File: src/sv/dlsc_pkg.sv
`timescale 1ns / 1ps

package dlsc_pkg;

    // Verdict codes, in order of check priority
    localparam logic [1:0] VERDICT_FOUND  = 2'd0;
    localparam logic [1:0] VERDICT_FORMAT = 2'd1;
    localparam logic [1:0] VERDICT_INDEX  = 2'd2;
    localparam logic [1:0] VERDICT_CRC    = 2'd3;

    localparam logic [31:0] CRC_PRESET = 32'hf597a6cf;
    localparam logic [31:0] CRC_POLY   = 32'hEDB88320;

    // Label strings, first character in the top byte
    localparam logic [63:0] LABEL_MAGIC = "LABELONE";
    localparam logic [63:0] LABEL_TYPE  = "LVM2 001";

    typedef struct packed {
        logic [1:0]  verdict;
        logic [31:0] body_offset;
    } t_result;

    // Pick character idx of an 8-character string
    function automatic logic [7:0] str_byte(input logic [63:0] str, input logic [2:0] idx);
        logic [5:0] sh;
        begin
            sh = 6'(7 - idx) << 3;
            str_byte = 8'(str >> sh);
        end
    endfunction

    // Advance a reflected CRC-32 by one byte
    function automatic logic [31:0] crc_byte(input logic [31:0] crc, input logic [7:0] b);
        logic [31:0] r;
        begin
            r = crc ^ {24'd0, b};
            for (int i = 0; i < 8; i++) begin
                r = r[0] ? ((r >> 1) ^ CRC_POLY) : (r >> 1);
            end
            crc_byte = r;
        end
    endfunction

endpackage

File: src/sv/dlsc_scan.sv
`timescale 1ns / 1ps

module dlsc_scan #(
    parameter int SECTOR_BYTES = 512
) (
    input  logic                  i_clk,
    input  logic                  i_rst_n,
    input  logic                  i_go,
    input  logic [7:0]            i_data_byte,
    input  logic [1:0]            i_sector_number,
    output logic                  o_last,
    output dlsc_pkg::t_result     o_result
);

    localparam int PW = $clog2(SECTOR_BYTES);
    localparam logic [PW-1:0] LAST_POS = PW'(SECTOR_BYTES - 1);

    logic [PW-1:0]   r_pos,    n_pos;
    logic [31:0]     r_crc,    n_crc;
    logic [3:0][7:0] r_stored, n_stored;
    logic [3:0][7:0] r_offset, n_offset;
    logic            r_fmt_ok, n_fmt_ok;
    logic            r_idx_ok, n_idx_ok;
    logic [7:0]      want_idx;

    assign o_last = (r_pos == LAST_POS);
    assign want_idx = (r_pos == PW'(8)) ? {6'd0, i_sector_number} : 8'd0;

    // Check and collect one byte of the sector
    always_comb begin
        n_pos    = r_pos;
        n_crc    = r_crc;
        n_stored = r_stored;
        n_offset = r_offset;
        n_fmt_ok = r_fmt_ok;
        n_idx_ok = r_idx_ok;
        if (r_pos < PW'(8)) begin
            if (i_data_byte != dlsc_pkg::str_byte(dlsc_pkg::LABEL_MAGIC, r_pos[2:0])) begin
                n_fmt_ok = 1'b0;
            end
        end else if (r_pos < PW'(16)) begin
            if (i_data_byte != want_idx) begin
                n_idx_ok = 1'b0;
            end
        end else if (r_pos < PW'(20)) begin
            n_stored[r_pos[1:0]] = i_data_byte;
        end else begin
            if (r_pos < PW'(24)) begin
                n_offset[r_pos[1:0]] = i_data_byte;
            end else if (r_pos < PW'(32)) begin
                if (i_data_byte != dlsc_pkg::str_byte(dlsc_pkg::LABEL_TYPE, r_pos[2:0])) begin
                    n_fmt_ok = 1'b0;
                end
            end
            n_crc = dlsc_pkg::crc_byte(r_crc, i_data_byte);
        end
        n_pos = r_pos + PW'(1);
    end

    // Form the verdict from the updated checks
    always_comb begin
        o_result.body_offset = 32'd0;
        if (!n_fmt_ok) begin
            o_result.verdict = dlsc_pkg::VERDICT_FORMAT;
        end else if (!n_idx_ok) begin
            o_result.verdict = dlsc_pkg::VERDICT_INDEX;
        end else if (n_crc != n_stored) begin
            o_result.verdict = dlsc_pkg::VERDICT_CRC;
        end else begin
            o_result.verdict = dlsc_pkg::VERDICT_FOUND;
            o_result.body_offset = n_offset;
        end
    end

    // Hold control state; restart at the end of each sector
    always_ff @(posedge i_clk) begin
        if (!i_rst_n) begin
            r_pos    <= '0;
            r_crc    <= dlsc_pkg::CRC_PRESET;
            r_fmt_ok <= 1'b1;
            r_idx_ok <= 1'b1;
        end else if (i_go) begin
            if (o_last) begin
                r_pos    <= '0;
                r_crc    <= dlsc_pkg::CRC_PRESET;
                r_fmt_ok <= 1'b1;
                r_idx_ok <= 1'b1;
            end else begin
                r_pos    <= n_pos;
                r_crc    <= n_crc;
                r_fmt_ok <= n_fmt_ok;
                r_idx_ok <= n_idx_ok;
            end
        end
    end

    // Capture stored CRC and offset bytes
    always_ff @(posedge i_clk) begin
        if (i_go) begin
            r_stored <= n_stored;
            r_offset <= n_offset;
        end
    end

endmodule

File: src/sv/disk_label_sector_checker_core.sv
`timescale 1ns / 1ps
// The last byte of a sector passes through the input register, then loads the
// result register; that load waits while an earlier result is still unread.
// One byte per cycle while the input does not stall; the per-byte CRC update sits
// between the input register and the result register, one byte step per clock.
// One result per sector; the input stalls only while a result waits unread.
// Reset (synchronous, active low) clears the byte position, CRC and checks.

module disk_label_sector_checker_core #(
    parameter int SECTOR_BYTES = 512
) (
    input  logic        i_clk,
    input  logic        i_rst_n,
    input  logic        i_in_valid,
    output logic        o_in_stall,
    input  logic [7:0]  i_data_byte,
    input  logic [1:0]  i_sector_number,
    output logic        o_out_valid,
    input  logic        i_out_stall,
    output logic [1:0]  o_verdict,
    output logic [31:0] o_body_offset
);

    logic              r_v1;
    logic [7:0]        r_byte;
    logic [1:0]        r_sn;
    logic              r_out_valid;
    dlsc_pkg::t_result r_out;
    dlsc_pkg::t_result scan_result;
    logic              scan_last;
    logic              out_free;
    logic              s1_go;
    logic              in_acc;

    assign out_free   = !r_out_valid || !i_out_stall;
    assign s1_go      = r_v1 && (!scan_last || out_free);
    assign o_in_stall = r_v1 && !s1_go;
    assign in_acc     = i_in_valid && !o_in_stall;

    // Register the incoming item
    always_ff @(posedge i_clk) begin
        if (!i_rst_n) begin
            r_v1 <= 1'b0;
        end else if (in_acc) begin
            r_v1 <= 1'b1;
        end else if (s1_go) begin
            r_v1 <= 1'b0;
        end
    end

    always_ff @(posedge i_clk) begin
        if (in_acc) begin
            r_byte <= i_data_byte;
            r_sn   <= i_sector_number;
        end
    end

    dlsc_scan #(
        .SECTOR_BYTES(SECTOR_BYTES)
    ) u_scan (
        .i_clk          (i_clk),
        .i_rst_n        (i_rst_n),
        .i_go           (s1_go),
        .i_data_byte    (r_byte),
        .i_sector_number(r_sn),
        .o_last         (scan_last),
        .o_result       (scan_result)
    );

    // Load the result register on the last byte, drop it once taken
    always_ff @(posedge i_clk) begin
        if (!i_rst_n) begin
            r_out_valid <= 1'b0;
        end else if (s1_go && scan_last) begin
            r_out_valid <= 1'b1;
        end else if (!i_out_stall) begin
            r_out_valid <= 1'b0;
        end
    end

    always_ff @(posedge i_clk) begin
        if (s1_go && scan_last) begin
            r_out <= scan_result;
        end
    end

    assign o_out_valid   = r_out_valid;
    assign o_verdict     = r_out.verdict;
    assign o_body_offset = r_out.body_offset;

`ifndef SYNTHESIS
    // Offset is reported only with a found label
    a_offset_zero: assert property (@(posedge i_clk) disable iff (!i_rst_n)
        (o_out_valid && o_verdict != dlsc_pkg::VERDICT_FOUND) |-> (o_body_offset == 32'd0))
        else $error("offset nonzero without a found label");

    // The byte stage blocks only behind an unread result
    a_block_cause: assert property (@(posedge i_clk) disable iff (!i_rst_n)
        (r_v1 && !s1_go) |-> (scan_last && r_out_valid && i_out_stall))
        else $error("byte stage blocked without cause");

    // Every finished sector raises the result valid
    a_result_src: assert property (@(posedge i_clk) disable iff (!i_rst_n)
        (s1_go && scan_last) |=> o_out_valid)
        else $error("result lost at end of sector");
`endif

endmodule
File: config.mk
export PLATFORM = sky130hd
export DESIGN_NAME = disk_label_sector_checker_core
export DESIGN_NICKNAME = d
export VERILOG_FILES = /design/src/sv/dlsc_pkg.sv /design/src/sv/dlsc_scan.sv /design/src/sv/disk_label_sector_checker_core.sv
export SDC_FILE = /design/constraint.sdc
export NUM_CORES = 1
export LEC_CHECK = 0
export BUFFER_PORTS_ARGS = -buffer_cell sky130_fd_sc_hd__buf_2
export CORE_MARGIN = 2
export CORE_UTILIZATION = 30
export CTS_CLUSTER_DIAMETER = 100
export CTS_CLUSTER_SIZE = 12
export DETAILED_ROUTE_END_ITERATION = 8
export GPL_TIMING_DRIVEN = 0
export PLACE_DENSITY_LB_ADDON = 0.12
export SLEW_MARGIN = 25
export SYNTH_ARGS = -nofsm -noshare
export SYNTH_HDL_FRONTEND = slang
export SYNTH_HIERARCHICAL = 1
export SYNTH_SLANG_ARGS = --single-unit
export TNS_END_PERCENT = 30
File: constraint.sdc
create_clock -name i_clk -period 6.3 [get_ports i_clk]
set_clock_uncertainty 0.15 [all_clocks]
set_input_delay 0 -clock i_clk [delete_from_list [all_inputs] [get_ports i_clk]]
set_output_delay 0 -clock i_clk [all_outputs]
set_load 0.05 [all_outputs]
Word level (Yosys, flattened, before mapping)
Cells that the tools add are included.
- register bits after elaboration: 153
- word-level logic and storage cells: 104
- add/sub/neg operators: 2
- $lt $le $gt $ge: 7
- equality and inequality tests: 7
- shift-type cells: 2
- multiplexer cells: 43
- bitwise gates (word level): 11
- reductions and logical operators: 14
- operators with widths (cell ; number):
    $mux W32 ; 19
    $shr A63 B6 Y8 const A ; 2
    $not A13 Y14 ; 8
    $bwmux W32 ; 2
    $ne A32 B32 Y1 ; 1
    $xor A32 B8 Y32 ; 1
    $lt A9 B5 Y1 const B ; 3
    $ne A8 B8 Y1 ; 3
    $demux W8 S2 ; 1
    $mux W1 ; 16
    $add A9 B1 Y9 const B ; 1
    $eq A9 B4 Y1 const B ; 1
    $eq A9 B9 Y1 const B ; 1
    $lt A9 B4 Y1 const B ; 1
    $lt A9 B6 Y1 const B ; 1
    $mux W9 ; 1
    $mux W8 ; 1
    $mux W2 ; 3
    $logic_and A1 B1 Y1 ; 5
    $logic_not A1 Y1 ; 5
    $lt A2 B3 Y1 const B ; 1
    $reduce_or A3 Y1 ; 1
    $sub A3 B3 Y3 const A ; 1
    $ge A2 B1 Y1 const B ; 1
    4 further kinds ; 6

Longest topological paths before layout
- word-level depth: 23
- mapped depth: 14

By module
Netlist, hierarchy kept.
- modules (own cells, without submodules) (module ; instances ; cells an instance ; area an instance (um2) ; sequential area each (um2)):
    dlsc_scan ; 1 ; 647 ; 7171.9 ; 2782.7
    disk_label_sector_checker_core ; 1 ; 55 ; 1416.4 ; 1361.3

Worst setup path before layout
OpenSTA, ideal clock, no wires.
- path type: flip-flop to flip-flop
- from: register u_scan.r_pos[0]
- to: register u_scan.r_crc[14]
- setup time: 0.066 ns
- arrival: 6.368 ns
- required time: 6.084 ns
- setup slack: -0.284 ns
- cell stages (with the launch flop): 11
- buffers on the path: 1
- clock period less this slack: 6.584 ns
- cells stage by stage: dfxtp_1 > ha_1 > clkbuf_1 > nand3_1 > nor2_1 > ha_1 > a31oi_1 > nand2_1 > nor2_1 > a22oi_1 > nor2b_1
- elaborated cells between the ends (all ways): 11
- those cells by class: order compare: 3; eq/ne: 1; mux: 4; reduce/logical: 3
- RTL lines (what ; RTL line ; text):
    from (decl) ; dlsc_scan.sv:18 ; logic [PW-1:0] r_pos, n_pos;
    from (signal assigned) ; dlsc_scan.sv:89 ; r_pos <= n_pos;
    $eq A9 B9 Y1 ; dlsc_scan.sv:26 ; assign o_last = (r_pos == LAST_POS);
    net scan_last ; disk_label_sector_checker_core.sv:30 ; logic scan_last;
    $logic_not A1 Y1 ; disk_label_sector_checker_core.sv:36 ; assign s1_go = r_v1 && (!scan_last || out_free);
    $logic_or A1 B1 Y1 ; disk_label_sector_checker_core.sv:36 ;
    $logic_and A1 B1 Y1 ; disk_label_sector_checker_core.sv:36 ;
    net s1_go ; disk_label_sector_checker_core.sv:32 ; logic s1_go;
    to (signal assigned) ; dlsc_scan.sv:79 ; r_crc <= dlsc_pkg::CRC_PRESET;
    to (signal assigned) ; dlsc_scan.sv:85 ; r_crc <= dlsc_pkg::CRC_PRESET;
    to (signal assigned) ; dlsc_scan.sv:90 ; r_crc <= n_crc;
    to (decl) ; dlsc_scan.sv:19 ; logic [31:0] r_crc, n_crc;
The timed path passes the listed nets, and every way through them passes these cells.
A chain may end at the register's enable or synchronous reset.

Worst setup path after layout
- from: register u_scan.r_pos[5]
- to: register r_out, in the netlist o_body_offset[23] (data pin)
- longest elaborated chain between the ends: 8
- elaborated cells between the ends (all ways): 30
- those cells by class: order compare: 5; eq/ne: 3; mux: 19; bitwise: 2; reduce/logical: 1
- ends and longest elaborated chain (what ; RTL line ; text):
    parallel branches: the longest is 8 deep, another holds $lt A9 B5 Y1 ; - ;
    to (signal assigned) ; disk_label_sector_checker_core.sv:83 ; r_out <= scan_result;
    to (decl) ; disk_label_sector_checker_core.sv:28 ; dlsc_pkg::t_result r_out;
Parallel ways; which one is timed is not known.

==> results.sh <==
export IMPL_status="finished, final reports clean"
export IMPL_cts_tree="yes"
export IMPL_worstSetupStartpointType="flop"
export IMPL_synthXorXnorAreaFrac=0.163
export IMPL_synth_compound_area_frac=0.0731
export IMPL_p_leak_nw=3.78
export IMPL_grt_max_degree=24
export IMPL_criticalPathCategory="reg2reg"
export IMPL_hold_class="in2reg"
export IMPL_crit_path_top_delay_cell="mux2i_1"
export IMPL_htreeDepth=4
export IMPL_synthMuxAreaShare=0.0889
export IMPL_vias=5858
export IMPL_synthCells=702
export IMPL_period_needed_ps=5030
export IMPL_fmaxAchievable_mhz=199
export IMPL_layout_nets=811
export IMPL_synth_fa_ha_area_frac=0.0102
export IMPL_cts_buffers=17
export IMPL_cts_hold_buffers=15
export IMPL_synth_simple_area_share=0.148
export IMPL_ys_types=60
export IMPL_clkPwrFrac=0.402
export IMPL_sw_frac_of_total=0.286
export IMPL_synth_top_family_by_area="XOR/XNOR gates"
export IMPL_synth_most_common_cell="edfxtp_1"
export IMPL_cts_resized=0
export IMPL_path_cells="nor4_4 > nand4_2 > mux2i_1 > o2111ai_1 > o31a_1 > or4_1 > or3_1 > buf_2 > buf_6 > nor4b_2"
export IMPL_place_area_um2=9450
export IMPL_grt_usage=0.162
export IMPL_antenna_cells=0
export IMPL_worstSetupEndpointType="flop"
export IMPL_gp_congestion=0.868
export IMPL_slew_headroom=0.345
export IMPL_ios=50
export IMPL_dp_hpwl_um=16900
export IMPL_drv_cap=0
export IMPL_fillerInstances=2748
export IMPL_synth_net_count=723
export IMPL_hold_viol=0
export IMPL_die_w_um=173
export IMPL_synth_area_um2=8590
export IMPL_p_sw_w=0.000736
export IMPL_antenna_found_initial=0
export IMPL_synth_ff_type="edfxtp_1"
export IMPL_path_delay_family="simple AND/OR/NAND/NOR gates"
export IMPL_worst_path_buf_inv=2
export IMPL_syn_mean_instance_area_um2=12.2
export IMPL_cts_buffer_depth=2
export IMPL_synth_top_cell_by_area="edfxtp_1"
export IMPL_clk_latency_ps=430
export IMPL_post_route_util=0.364
export IMPL_clock_sinks=153
export IMPL_setup_viol=0
export IMPL_detail_route_wl_per_cell_um=20.2
export IMPL_grt_pass1_vias=5908
export IMPL_slew_viol_final=0
export IMPL_rsz0062_at_grt="no"
export IMPL_p_seq_frac=0.430
export IMPL_setup_tns_final_ps=0
export IMPL_timing_final_crit_share=0.799
export IMPL_finish_instance_area_um2=10200
export IMPL_cts_clk_slew_worst_paths_ps=70
export IMPL_placementRows=61
export IMPL_p_int_w=0.00184
export IMPL_tightest_slew_ps=982
export IMPL_critPathArrivalTime_ps=5120
export IMPL_grt_ovfl_total=0
export IMPL_powerDensity_nw_per_um2=252
export IMPL_async_flop_share=0
export IMPL_slowest_delay_ps=750
export IMPL_yosysWarnings=6
export IMPL_ir_worst_vdd_mv=0.167
export IMPL_dieArea_um2=30000
export IMPL_drtAntennaViolNets=0
export IMPL_viasPerCell=4.96
export IMPL_synth_seq_cells=153
export IMPL_seq_area_frac_synth=0.483
export IMPL_cts_setup_buffers=0
export IMPL_synth_top_area_share=0.378
export IMPL_port_buffer_count=49
export IMPL_finalWirelength_um=23800
export IMPL_grt_first_pass_wirelength_um=36700
export IMPL_synth_top_cells_by_count="108 x edfxtp_1, 76 x xnor2_1, 46 x nand2_1"
export IMPL_final_cells=1181
export IMPL_drc=0
export IMPL_cp_data_required_time_ps=6390
export IMPL_first_pass_iters=6
export IMPL_synth_area_top_cells="edfxtp_1 38%, dfxtp_1 10%, xnor2_1 7.8%"
export IMPL_p_comb_frac=0.167
export IMPL_initial_core_util=0.307
export IMPL_drive_above_1_share=0.234
export IMPL_path_max_fanout=10
export IMPL_root_buffer="clkbuf_16"
export IMPL_drtIter0Drc=555
export IMPL_die_y_um=173
export IMPL_dp_cells=1134
export IMPL_area_growth_pct=18.6
export IMPL_synth_edf_count=108
export IMPL_core_area_um2=28000
## registers in the layout (all words and copies together), names as in the netlist
signal,flops
r_sn,2
o_verdict,2
u_scan/r_offset,32
u_scan/r_crc,32
r_v1,1
u_scan/r_idx_ok,1
u_scan/r_pos,9
o_out_valid,1
u_scan/r_stored,32
u_scan/r_fmt_ok,1
r_byte,8
o_body_offset,32
## cell usage in the layout (no fill, tap or decap), types with 6 or more instances in the layout
| master | n |
|---|---|
| a22oi_1 | 12 |
| mux2_2 | 42 |
| clkbuf_16 | 17 |
| nor2b_1 | 15 |
| nand3_1 | 10 |
| nor3_1 | 12 |
| xor2_1 | 32 |
| nand2_1 | 46 |
| a211oi_1 | 6 |
| mux2i_1 | 29 |
| dlygate4sd3_1 | 15 |
| inv_1 | 31 |
| xnor2_2 | 6 |
| dfxtp_1 | 45 |
| nor2_1 | 20 |
| edfxtp_1 | 108 |
| xnor3_1 | 7 |
| nand4_1 | 9 |
| nor4b_2 | 30 |
| clkbuf_1 | 30 |
| o21ai_0 | 14 |
| o211ai_1 | 16 |
| ha_1 | 7 |
| a21oi_1 | 15 |
| xnor2_1 | 76 |
| buf_2 | 54 |
## per-stage QoR
step                total power [W]  setup slack, ps  hold WS [ps]
floorplan                   0.00144             1640         -51.1
global placement            0.00155             -849          26.1
detailed placement          0.00155             1250          28.1
CTS                         0.00260             1180           106
global route                0.00267             1070           117
finish                      0.00257             1270           124
## kinds of logic (layout without fill, tap and decap cells)
family / after synthesis / in the layout
fa+ha+maj: 7 / 7
flops: 153 / 153
simple gates: 177 / 177
xor+xnor: 130 / 130
buf+inv: 72 / 173
compound gates: 92 / 92
mux: 71 / 71
## worst paths after layout
check	from	endpoint	slack [ps]	depth (start not counted)
worst max register to register	u_scan/r_pos[5]$_SDFFE_PN0P_	o_body_offset[23]$_DFFE_PP_	1270	10
worst min register to register	u_scan/r_idx_ok$_SDFFE_PN1P_	u_scan/r_idx_ok$_SDFFE_PN1P_	310	1
worst min-delay path	i_sector_number[0]	r_sn[0]$_DFFE_PP_	120	2
worst max-delay path	u_scan/r_pos[5]$_SDFFE_PN0P_	o_body_offset[23]$_DFFE_PP_	1270	10
## power by group through the flow
| stage | Sequential, W | Clock (W) | Combinational, W |
|---|---|---|---|
| 2_1_floorplan | 0.00113 | 0 | 0.000310 |
| 3_3_place_gp | 0.00113 | 0 | 0.000414 |
| 3_5_place_dp | 0.00113 | 0 | 0.000422 |
| 4_1_cts | 0.00111 | 0.00106 | 0.000431 |
| 5_1_grt | 0.00111 | 0.00110 | 0.000464 |
| 6_report | 0.00111 | 0.00103 | 0.000430 |
## area by class of cell
type / count / area, um2 / share of cell area
buffer: 41 / 183 / 0.0179
timing repair buffer: 69 / 508 / 0.0499
clock buffer: 17 / 425 / 0.0418
multi-input combinational: 477 / 4170 / 0.410
tap: 378 / 473 / 0.0464
sequential: 153 / 4140 / 0.407
clock inverter: 15 / 164 / 0.0161
inverter: 31 / 116 / 0.0114
## metal layers
| metal | vias up | GRT usage | share of wire |
|---|---|---|---|
| met5 | - | 0 | 0 |
| met4 | 0 | 0.0487 | 0.017 |
| met3 | 25 | 0.0306 | 0.045 |
| met2 | 176 | 0.255 | 0.46 |
| met1 | 2900 | 0.226 | 0.48 |
| li1 | 2757 | - | - |
## worst reg2reg max path, stage by stage (launching register included)
cell	delay, ps
dfxtp_1	370
nor4_4	690
nand4_2	600
mux2i_1	750
o2111ai_1	280
o31a_1	300
or4_1	640
or3_1	390
buf_2	170
buf_6	160
nor4b_2	320
(Power assumes the default switching activity.)
